<file path="src/rtl/core/ppt_pkg.sv">
package ppt_pkg;

   localparam int ID_W  = 16;
   localparam int PRI_W = 8;
   localparam int OP_W  = 2;
   localparam int STS_W = 2;
   localparam int OCC_W = 5;

   localparam logic [OP_W-1:0] OP_INSERT   = 2'd0;
   localparam logic [OP_W-1:0] OP_REM_HIGH = 2'd1;
   localparam logic [OP_W-1:0] OP_REM_LOW  = 2'd2;
   localparam logic [OP_W-1:0] OP_REM_ID   = 2'd3;

   localparam logic [STS_W-1:0] STAT_OK    = 2'd0;
   localparam logic [STS_W-1:0] STAT_EMPTY = 2'd1;
   localparam logic [STS_W-1:0] STAT_FULL  = 2'd2;

   typedef struct packed {
      logic [ID_W-1:0]  id;
      logic [PRI_W-1:0] pri;
   } entry_type;

   typedef struct packed {
      logic load;
      logic shift;
      logic take_head;
   } cell_ctrl_type;

   typedef enum logic [2:0] {
      S_IDLE = 3'b001,
      S_SCAN = 3'b010,
      S_DROP = 3'b100
   } state_type;

endpackage

</file>
<file path="src/rtl/core/process_priority_table_top.sv">
// Insert, and any removal from an empty table: result strobe in the cycle after start.
// Remove by id: result after one rotation of the live entries.
// Remove highest/lowest: result after a search rotation, then a drop rotation.
// The cell chain rotates one entry per cycle past the head comparator; busy is high meanwhile.
// The receiver cannot stall: each result is shown for exactly one cycle.
// Reset empties the table (count to zero); cell contents are not cleared.
module process_priority_table_top #(
   parameter int CAPACITY = 16
) (
   input  logic                        clock,
   input  logic                        reset,
   input  logic                        start,
   output logic                        busy,
   input  logic [ppt_pkg::OP_W-1:0]    req_opcode,
   input  logic [ppt_pkg::ID_W-1:0]    req_proc_id,
   input  logic [ppt_pkg::PRI_W-1:0]   req_proc_priority,
   output logic                        rsp_valid,
   output logic [ppt_pkg::STS_W-1:0]   rsp_status,
   output logic [ppt_pkg::ID_W-1:0]    rsp_removed_id,
   output logic [ppt_pkg::PRI_W-1:0]   rsp_removed_priority,
   output logic [ppt_pkg::OCC_W-1:0]   rsp_occupancy
);
   import ppt_pkg::*;

   localparam int CNT_W = $clog2(CAPACITY + 1);

   state_type          state_ff, state_in;
   logic [CNT_W-1:0]   count_ff, count_in;
   logic [CNT_W-1:0]   len_ff, len_in;
   logic [CNT_W-1:0]   step_ff, step_in;
   logic [OP_W-1:0]    op_ff, op_in;
   logic [ID_W-1:0]    key_ff, key_in;
   logic [PRI_W-1:0]   best_ff, best_in;
   logic               found_ff, found_in;
   logic               rsp_valid_ff, rsp_valid_in;
   logic [STS_W-1:0]   rsp_status_ff, rsp_status_in;
   logic [ID_W-1:0]    rsp_id_ff, rsp_id_in;
   logic [PRI_W-1:0]   rsp_pri_ff, rsp_pri_in;
   logic [OCC_W-1:0]   rsp_occ_ff, rsp_occ_in;

   entry_type          cell_q [CAPACITY];
   entry_type          head;
   entry_type          ins_entry;
   logic               accept;
   logic               shift_en;
   logic               load_en;
   logic               match;
   logic               last_step;
   logic               found_now;

   assign busy      = (state_ff != S_IDLE);
   assign accept    = start && !busy;
   assign head      = cell_q[0];
   assign ins_entry = '{id: req_proc_id, pri: req_proc_priority};
   assign last_step = (step_ff == count_ff - CNT_W'(1));

   always_comb begin
      if (op_ff == OP_REM_ID) begin
         match = !found_ff && (head.id == key_ff);
      end else begin
         match = !found_ff && (head.pri == best_ff);
      end
   end

   assign found_now = found_ff || match;

   genvar k;
   generate
      for (k = 0; k < CAPACITY; k++) begin : g_cell
         cell_ctrl_type ctrl;
         entry_type     next_entry;

         assign ctrl.load      = load_en && (count_ff == CNT_W'(k));
         assign ctrl.shift     = shift_en;
         assign ctrl.take_head = (len_ff == CNT_W'(k + 1));

         if (k == CAPACITY - 1) begin : g_last
            assign next_entry = cell_q[0];
         end else begin : g_mid
            assign next_entry = cell_q[k + 1];
         end

         ppt_cell u_cell (
            .clock      (clock),
            .ctrl       (ctrl),
            .ins_entry  (ins_entry),
            .head_entry (head),
            .next_entry (next_entry),
            .cell_entry (cell_q[k])
         );
      end
   endgenerate

   always_comb begin
      state_in      = state_ff;
      count_in      = count_ff;
      len_in        = len_ff;
      step_in       = step_ff;
      op_in         = op_ff;
      key_in        = key_ff;
      best_in       = best_ff;
      found_in      = found_ff;
      rsp_valid_in  = 1'b0;
      rsp_status_in = rsp_status_ff;
      rsp_id_in     = rsp_id_ff;
      rsp_pri_in    = rsp_pri_ff;
      rsp_occ_in    = rsp_occ_ff;
      shift_en      = 1'b0;
      load_en       = 1'b0;

      case (state_ff)
         S_IDLE: begin
            if (accept) begin
               case (req_opcode)
                  OP_INSERT: begin
                     rsp_valid_in = 1'b1;
                     rsp_id_in    = '0;
                     rsp_pri_in   = '0;
                     if (count_ff == CNT_W'(CAPACITY)) begin
                        rsp_status_in = STAT_FULL;
                        rsp_occ_in    = OCC_W'(count_ff);
                     end else begin
                        load_en       = 1'b1;
                        count_in      = count_ff + CNT_W'(1);
                        rsp_status_in = STAT_OK;
                        rsp_occ_in    = OCC_W'(count_ff + CNT_W'(1));
                     end
                  end
                  default: begin
                     if (count_ff == '0) begin
                        rsp_valid_in  = 1'b1;
                        rsp_status_in = STAT_EMPTY;
                        rsp_id_in     = '0;
                        rsp_pri_in    = '0;
                        rsp_occ_in    = '0;
                     end else begin
                        op_in    = req_opcode;
                        key_in   = req_proc_id;
                        step_in  = '0;
                        len_in   = count_ff;
                        found_in = 1'b0;
                        state_in = (req_opcode == OP_REM_ID) ? S_DROP : S_SCAN;
                     end
                  end
               endcase
            end
         end

         S_SCAN: begin
            shift_en = 1'b1;
            step_in  = step_ff + CNT_W'(1);
            if (step_ff == '0) begin
               best_in = head.pri;
            end else if (op_ff == OP_REM_HIGH) begin
               if (head.pri > best_ff) begin
                  best_in = head.pri;
               end
            end else begin
               if (head.pri < best_ff) begin
                  best_in = head.pri;
               end
            end
            if (last_step) begin
               step_in  = '0;
               found_in = 1'b0;
               len_in   = count_ff;
               state_in = S_DROP;
            end
         end

         S_DROP: begin
            shift_en = 1'b1;
            step_in  = step_ff + CNT_W'(1);
            if (match) begin
               found_in   = 1'b1;
               rsp_id_in  = head.id;
               rsp_pri_in = head.pri;
               len_in     = len_ff - CNT_W'(1);
            end
            if (last_step) begin
               rsp_valid_in = 1'b1;
               state_in     = S_IDLE;
               if (found_now) begin
                  rsp_status_in = STAT_OK;
                  count_in      = count_ff - CNT_W'(1);
                  rsp_occ_in    = OCC_W'(count_ff - CNT_W'(1));
               end else begin
                  rsp_status_in = STAT_EMPTY;
                  rsp_id_in     = '0;
                  rsp_pri_in    = '0;
                  rsp_occ_in    = OCC_W'(count_ff);
               end
            end
         end

         default: begin
            state_in = S_IDLE;
         end
      endcase
   end

   always_ff @(posedge clock) begin
      if (reset) begin
         state_ff     <= S_IDLE;
         count_ff     <= '0;
         len_ff       <= '0;
         step_ff      <= '0;
         found_ff     <= 1'b0;
         rsp_valid_ff <= 1'b0;
      end else begin
         state_ff     <= state_in;
         count_ff     <= count_in;
         len_ff       <= len_in;
         step_ff      <= step_in;
         found_ff     <= found_in;
         rsp_valid_ff <= rsp_valid_in;
      end
   end

   always_ff @(posedge clock) begin
      op_ff         <= op_in;
      key_ff        <= key_in;
      best_ff       <= best_in;
      rsp_status_ff <= rsp_status_in;
      rsp_id_ff     <= rsp_id_in;
      rsp_pri_ff    <= rsp_pri_in;
      rsp_occ_ff    <= rsp_occ_in;
   end

   assign rsp_valid            = rsp_valid_ff;
   assign rsp_status           = rsp_status_ff;
   assign rsp_removed_id       = rsp_id_ff;
   assign rsp_removed_priority = rsp_pri_ff;
   assign rsp_occupancy        = rsp_occ_ff;

   a_count_bound : assert property (@(posedge clock) disable iff (reset)
      count_ff <= CNT_W'(CAPACITY))
      else $error("entry count above capacity");

   a_busy_nonempty : assert property (@(posedge clock) disable iff (reset)
      busy |-> (count_ff != '0) && (len_ff != '0))
      else $error("rotation running on an empty table");

   a_fail_zero : assert property (@(posedge clock) disable iff (reset)
      rsp_valid && (rsp_status != STAT_OK) |->
         (rsp_removed_id == '0) && (rsp_removed_priority == '0))
      else $error("failed item returned a removed entry");

   a_full_occ : assert property (@(posedge clock) disable iff (reset)
      rsp_valid && (rsp_status == STAT_FULL) |-> rsp_occupancy == OCC_W'(CAPACITY))
      else $error("full status while table not full");

   a_done_idle : assert property (@(posedge clock) disable iff (reset)
      $past(state_ff == S_DROP) && (state_ff == S_IDLE) |-> rsp_valid)
      else $error("removal finished without a result");

endmodule

</file>
<file path="src/rtl/core/ppt_cell.sv">
module ppt_cell (
   input  logic                  clock,
   input  ppt_pkg::cell_ctrl_type ctrl,
   input  ppt_pkg::entry_type    ins_entry,
   input  ppt_pkg::entry_type    head_entry,
   input  ppt_pkg::entry_type    next_entry,
   output ppt_pkg::entry_type    cell_entry
);
   import ppt_pkg::*;

   entry_type entry_ff;
   entry_type entry_in;

   always_comb begin
      entry_in = entry_ff;
      if (ctrl.load) begin
         entry_in = ins_entry;
      end else if (ctrl.shift) begin
         entry_in = ctrl.take_head ? head_entry : next_entry;
      end
   end

   always_ff @(posedge clock) begin
      entry_ff <= entry_in;
   end

   assign cell_entry = entry_ff;

endmodule
</file>
<file path="config.mk">
export PLATFORM = sky130hd
export DESIGN_NAME = process_priority_table_top
export DESIGN_NICKNAME = d
export VERILOG_FILES = /design/src/rtl/core/ppt_pkg.sv /design/src/rtl/core/process_priority_table_top.sv /design/src/rtl/core/ppt_cell.sv
export SDC_FILE = /design/constraint.sdc
export NUM_CORES = 1
export LEC_CHECK = 0
export ABC_CLOCK_PERIOD_IN_PS = 3280
export BUFFER_PORTS_ARGS = -buffer_cell sky130_fd_sc_hd__buf_2
export CAP_MARGIN = 0
export CORE_UTILIZATION = 57
export DETAILED_ROUTE_END_ITERATION = 10
export PLACE_DENSITY = 0.77
export SETUP_SLACK_MARGIN = 0.15
export SLEW_MARGIN = 30
export SYNTH_ARGS = -nofsm -noshare
export SYNTH_HDL_FRONTEND = slang
export SYNTH_SLANG_ARGS = --single-unit
</file>
<file path="constraint.sdc">
create_clock -name clock -period 3.28 [get_ports clock]
set_input_delay 0.328 -clock clock [delete_from_list [all_inputs] [get_ports clock]]
set_output_delay 0.328 -clock clock [all_outputs]
set_load 0.05 [all_outputs]
</file>
-- Word level (Yosys, flattened, before mapping)
Index checks and enable logic that the tools add are counted.
- $add $sub $neg: 4
- magnitude comparators: 2
- equal/unequal tests: 51
- mux-type cells: 117
- bitwise logic cells: 2
- reduce and logical (&&, ||, !) cells: 54
- operators with widths (operator ; count):
    $mux 24 ; 47
    $mux 16 ; 6
    $mux 5 ; 17
    $eq 5x4->1 const B ; 16
    $mux 8 ; 10
    $eq 5x3->1 const B ; 8
    $reduce_bool 2->1 ; 17
    $pmux 16 s2 ; 1
    $pmux 5 s3 ; 2
    $eq 5x2->1 const B ; 4
    $pmux 5 s2 ; 2
    $logic_and 1x1->1 ; 19
    $mux 3 ; 6
    $eq 16x16->1 ; 1
    $mux 1 ; 16
    $pmux 8 s2 ; 1
    $reduce_and 4->1 ; 4
    $ne 2x2->1 const B ; 7
    $add 5x1->5 const B ; 2
    $eq 5x1->1 const B ; 2
    $logic_not 5->1 ; 2
    $mux 2 ; 5
    $sub 5x1->5 const B ; 2
    $pmux 3 s3 ; 1
    other kinds (26) ; 32
- flip-flop bits (word level): 461
- input port bits: 29
- output and inout port bits: 33
- word-level logic and storage cells: 275

-- Logic depth before layout (Yosys ltp)
- word-level depth: 8
- depth in mapped cells: 11
- gate-level depth less buffers: 9

-- Hierarchy
Synthesis repeated with hierarchy kept, for this count alone.
- cells, all modules: 2110
- area, all modules: 24397.1 sq um
- by module, submodules not included (module ; instances ; cells an instance ; area each (sq um) ; sequential area each (sq um)):
    ppt_cell ; 16 ; 105 ; 1253.7 ; 720.7
    process_priority_table_top ; 1 ; 430 ; 4337.9 ; 2112.0

-- Worst setup path before layout
Ideal clock, no wire load.
- path kind: reg-to-reg
- from: reg count_ff[0]
- to: reg rsp_occ_ff[0], in the netlist rsp_occupancy[0], enable pin
- library setup time: 330 ps
- data arrival time: 3226 ps
- required time: 2950 ps
- slack: -276 ps
- cell stages (with the launch flop): 7
- path buffers: 1
- period minus slack after synthesis: 3556 ps
- cell sequence: dfxtp_1 buf_2 inv_1 ha_1 a31oi_1 o21ai_0 and2_1
- cells in the longest elaborated chain, start to end: 4
- elaborated cells between the ends (all ways): 6
- those cells by class: add/sub (1); eq/ne (3); reduce/logical (2)
- ends and longest elaborated chain (element ; RTL line ; RTL):
    start: declaration ; process_priority_table_top.sv:28 ; logic [CNT_W-1:0] count_ff, count_in;
    start signal: assignment ; process_priority_table_top.sv:212 ; count_ff <= count_in;
    $sub 5x1->5 ; process_priority_table_top.sv:55 ; assign last_step = (step_ff == count_ff - CNT_W'(1));
    $eq 5x5->1 ; process_priority_table_top.sv:55 ;
    $ne 2x2->1 (no line) ; -- ;
    $reduce_and 4->1 (no line) (*) ; -- ;
    end signal: assignment ; process_priority_table_top.sv:227 ; rsp_occ_ff <= rsp_occ_in;
    end: declaration ; process_priority_table_top.sv:39 ; logic [OCC_W-1:0] rsp_occ_ff, rsp_occ_in;
Mark *: on every way between the ends. The rest lies on a longest branch, timed or not.
A chain may end at the register's enable or synchronous reset.

-- Final worst setup path
- from: reg g_cell[0].u_cell.entry_ff (netlist bit g_cell[0].u_cell.cell_entry[19])
- to: reg rsp_pri_ff[1], in the netlist rsp_removed_priority[1] (data pin)
- cells in the longest elaborated chain, start to end: 7
- elaborated cells between the ends (all ways): 8
- those cells by class: eq/ne (1); mux (5); reduce/logical (2)
- ends and longest elaborated chain (element ; RTL line ; RTL):
    start: declaration ; ppt_cell.sv:11 ; entry_type entry_ff;
    start signal: assignment ; ppt_cell.sv:24 ; entry_ff <= entry_in;
    $eq 16x16->1 (*) ; process_priority_table_top.sv:59 ; match = !found_ff && (head.id == key_ff);
    $logic_and 1x1->1 (*) ; process_priority_table_top.sv:59 ;
    $mux 1 (*) ; process_priority_table_top.sv:58 ; if (op_ff == OP_REM_ID) begin
    $mux 8 or $logic_or 1x1->1 (tied branches) ; process_priority_table_top.sv:174, process_priority_table_top.sv:65 ;
    $mux 8 ; process_priority_table_top.sv:183 ; if (found_now) begin
    $mux 8 (*) ; process_priority_table_top.sv:180 ; if (last_step) begin
    $pmux 8 s2 (*) ; process_priority_table_top.sv:111 ; case (state_ff)
    end signal: assignment ; process_priority_table_top.sv:226 ; rsp_pri_ff <= rsp_pri_in;
    end: declaration ; process_priority_table_top.sv:38 ; logic [PRI_W-1:0] rsp_pri_ff, rsp_pri_in;
Marked as above.

==> impl_metrics.yaml <==
outcome:
  status: "finished, final reports clean"
timing:
  fin_crit_ns: 2.91
  setup_viol_count_final: 0
  timing.hold.ws_ns: 0.148
  fin_tns_setup_ns: 0
  fin_skew_ns: 0.0112
  hold_viol: 0
  tightest_slew_ns: 0.866
  rsz0062_at_grt: "false"
  max_freq_mhz: 344
  slew_violations: 0
  post-route-period-util: 0.888
  relSlewSlack: 0.423
power:
  power.density_mw_per_mm2: 502
  power_frac_seq: 0.520
  comb_power_share: 0.086
  p_leak_nw: 8.62
  p_int_w: 0.00982
  ir_drop_v: 0.000431
  power_w: 0.0130
  p_sw_frac: 0.244
  power.switching_w: 0.00317
  p_clk_frac: 0.394
yosys:
  synth_edf_count: 441
  ys.flop_type: "edfxtp_1"
  ys_seq_area_frac: 0.576
  synthArstFlopShare: 0
  synth.distinct_cells: 67
  postSynthCellCount: 2103
  synth_top_area_frac: 0.559
  syn_nets: 2153
  yosys-top-cells-area: "edfxtp_1 (56%), mux2i_1 (14%), o21ai_0 (7.0%)"
  yosysWarnings: 0
  synth.avg_cell_area_sq_um: 11.3
  synth-seq-cells: 461
  yosysTopAreaCell: "edfxtp_1"
  netlist_area_sq_mm: 0.0237
cells_and_area:
  final_core_util: 0.633
  synthToLayoutAreaGrowth_pct: 9.39
  fin_nets: 2140
  final_area_sq_mm: 0.0259
  antenna_cells: 0
  final.fill_count: 3134
  layout-drive-gt1-share: 0.144
place:
  placed_area_sq_mm: 0.0244
  routabilityCongestion: 0.899
  dp_hpwl_mm: 34.6
  io_buffers: 61
drt:
  drtPass1Iterations: 5
  met3WireLength_mm: 3.56
  drc: 0
  dr_wl_met2_mm: 25.8
  dr.max_layer_used: "met4"
  drtIter0Drc: 1388
  route.vias.total: 16000
  routedWlPerCell_microns: 20.4
  wirelength_mm: 54.2
  m1WireLength_mm: 23.1
  ant_nets: 0
  vias_per_cell: 6.02
worst_hold_path:
  worstHoldPathType: "in -> reg"
die:
  dieHeight_microns: 206
  start_util: 0.578
  die-area_sq_mm: 0.0423
  rows: 74
  core_area_sq_mm: 0.0409
  pin_count: 62
  die_w_microns: 206
job:
  maxCapViolCount: 0
worst_setup_path:
  start_kind: "flop"
  critPathCaptureType: "flop"
  cp.required_ns: 3.59
  arrival_ns: 3.22
  crit_type: "reg -> reg"
  path_max_fanout: 24
clock_network:
  tritoncts: "built"
  cts_max_path_buffers: 3
  post_cts_buffers: 0
  clock_sinks: 461
  cts-htree-levels: 2
  cts.clk_slew.worst_paths_ns: 0.06
  clockRootBuffer: "clkbuf_16"
  insertion_delay_ns: 0.57
  cts_buffers: 47
global_routing:
  grt_use_total: 0.261
  grt_pass1_vias: 15800
  antenna_found_initial: 0
  grt-ovfl-total: 0
  grt_max_degree: 49
  grt_pass1_wl_mm: 86.2
[cells in the mapped netlist, types with 2 or more instances]
library cell / n
a21o_1: 4
a21oi_1: 78
a22oi_1: 2
a31o_2: 2
a31oi_1: 5
and2_1: 8
and3_1: 9
buf_1: 2
buf_2: 77
buf_4: 9
buf_6: 4
clkbuf_1: 111
dfxtp_1: 20
edfxtp_1: 441
ha_1: 21
inv_1: 19
mux2_2: 49
mux2i_1: 335
nand2_1: 389
nand2_2: 2
nand2b_1: 7
nand3_1: 8
nand3b_1: 2
nand4_1: 4
nor2_1: 69
nor2_2: 2
nor2_4: 2
nor2b_1: 3
nor3_1: 7
nor3b_1: 3
nor4_1: 2
o21ai_0: 331
o21ai_1: 12
o311a_1: 2
or2_1: 2
or2_2: 2
xnor2_1: 8
xor2_1: 21
[metal layers]
layer	vias up	GRT usage
li1	7527	-
met1	7765	0.347
met2	589	0.433
met3	122	0.0377
met4	0	0.0977
met5	-	0
[registers in the layout (all words and copies together) (netlist names)]
name                      count
step_ff                       5
rsp_occupancy                 5
state_ff                      3
g_cell.u_cell.cell_entry    384
len_ff                        5
count_ff                      5
rsp_removed_id               16
op_ff                         2
best_ff                       8
found_ff                      1
key_ff                       16
rsp_removed_priority          8
rsp_valid                     1
rsp_status                    2
[placed cells by master (no fill, tap or decap), types with 19 or more instances in the layout]
master / netlist / layout
clkbuf_16: 0 / 48
edfxtp_1: 441 / 441
mux2_2: 49 / 49
nor2_1: 69 / 56
dfxtp_1: 20 / 19
o21ai_0: 331 / 317
buf_2: 77 / 61
mux2i_1: 335 / 335
inv_1: 19 / 19
a21oi_1: 78 / 78
ha_1: 21 / 21
xor2_1: 21 / 21
buf_4: 9 / 77
nand2_1: 389 / 389
[critical path: stages (launching register included)]
cell	delay (ns)
edfxtp_1	0.41
xor2_1	0.18
nor4_1	0.39
nand3_1	0.43
o21a_2	0.41
or2_1	0.54
nand2_1	0.20
a21oi_1	0.09
[final timing paths]
kind,slack [ns],startpoint,to,depth (start not counted)
min,0.15,reset,len_ff[1]$_SDFFE_PP0P_,2
max reg2reg,0.37,g_cell[0].u_cell.cell_entry[19]$_DFFE_PP_,rsp_removed_priority[1]$_SDFFCE_PN0P_,7
max,0.37,g_cell[0].u_cell.cell_entry[19]$_DFFE_PP_,rsp_removed_priority[1]$_SDFFCE_PN0P_,7
min reg2reg,0.55,len_ff[4]$_SDFFE_PP0P_,len_ff[4]$_SDFFE_PP0P_,2
[per-stage QoR]
| step | cells | setup WS (ns) |
|---|---|---|
| after floorplan | 2103 | -0.0559 |
| after global placement | 2571 | 0.435 |
| after global routing | 2658 | 0.162 |
| after CTS | 2658 | 0.353 |
| after detailed placement | 2571 | 0.381 |
| final | 2658 | 0.369 |
[power groups by stage]
| stage | combinational [W] | sequential (W) | clock (W) |
|---|---|---|---|
| floorplan | 0.000547 | 0.00706 | 0 |
| global placement | 0.00108 | 0.00686 | 0 |
| detailed placement | 0.00111 | 0.00687 | 0 |
| CTS | 0.00111 | 0.00675 | 0.00518 |
| global route | 0.00119 | 0.00676 | 0.00539 |
| finish | 0.00112 | 0.00675 | 0.00512 |
[kinds of logic (layout without fill, tap and decap cells)]
group           count (synthesis)  in the layout  synth area share
fa+ha+maj                      21             21            0.0111
mux                           384            384             0.165
compound gates                456            456             0.102
simple gates                  530            530            0.0929
xor+xnor                       29             29            0.0107
flops                         461            461             0.576
buf+inv                       222            245            0.0420
[layout make-up]
cell class / instances / area (sq um) / area share
multi-input cells: 1420 / 9130 / 0.353
clock inverters: 28 / 200 / 0.00773
inverters: 19 / 71.3 / 0.00275
well taps: 532 / 666 / 0.0257
flip-flops and latches: 461 / 13600 / 0.527
clock buffers: 57 / 1250 / 0.0485
repair buffers: 141 / 923 / 0.0357
[timing repair]
action                                  in CTS  in global routing
hold buffers                                 2                  0
endpoints found under the setup margin       0                  3
resized for setup                            0                  2
endpoints found under the hold margin        2                  0
Note: power is estimated with default switching activity, not from simulation.
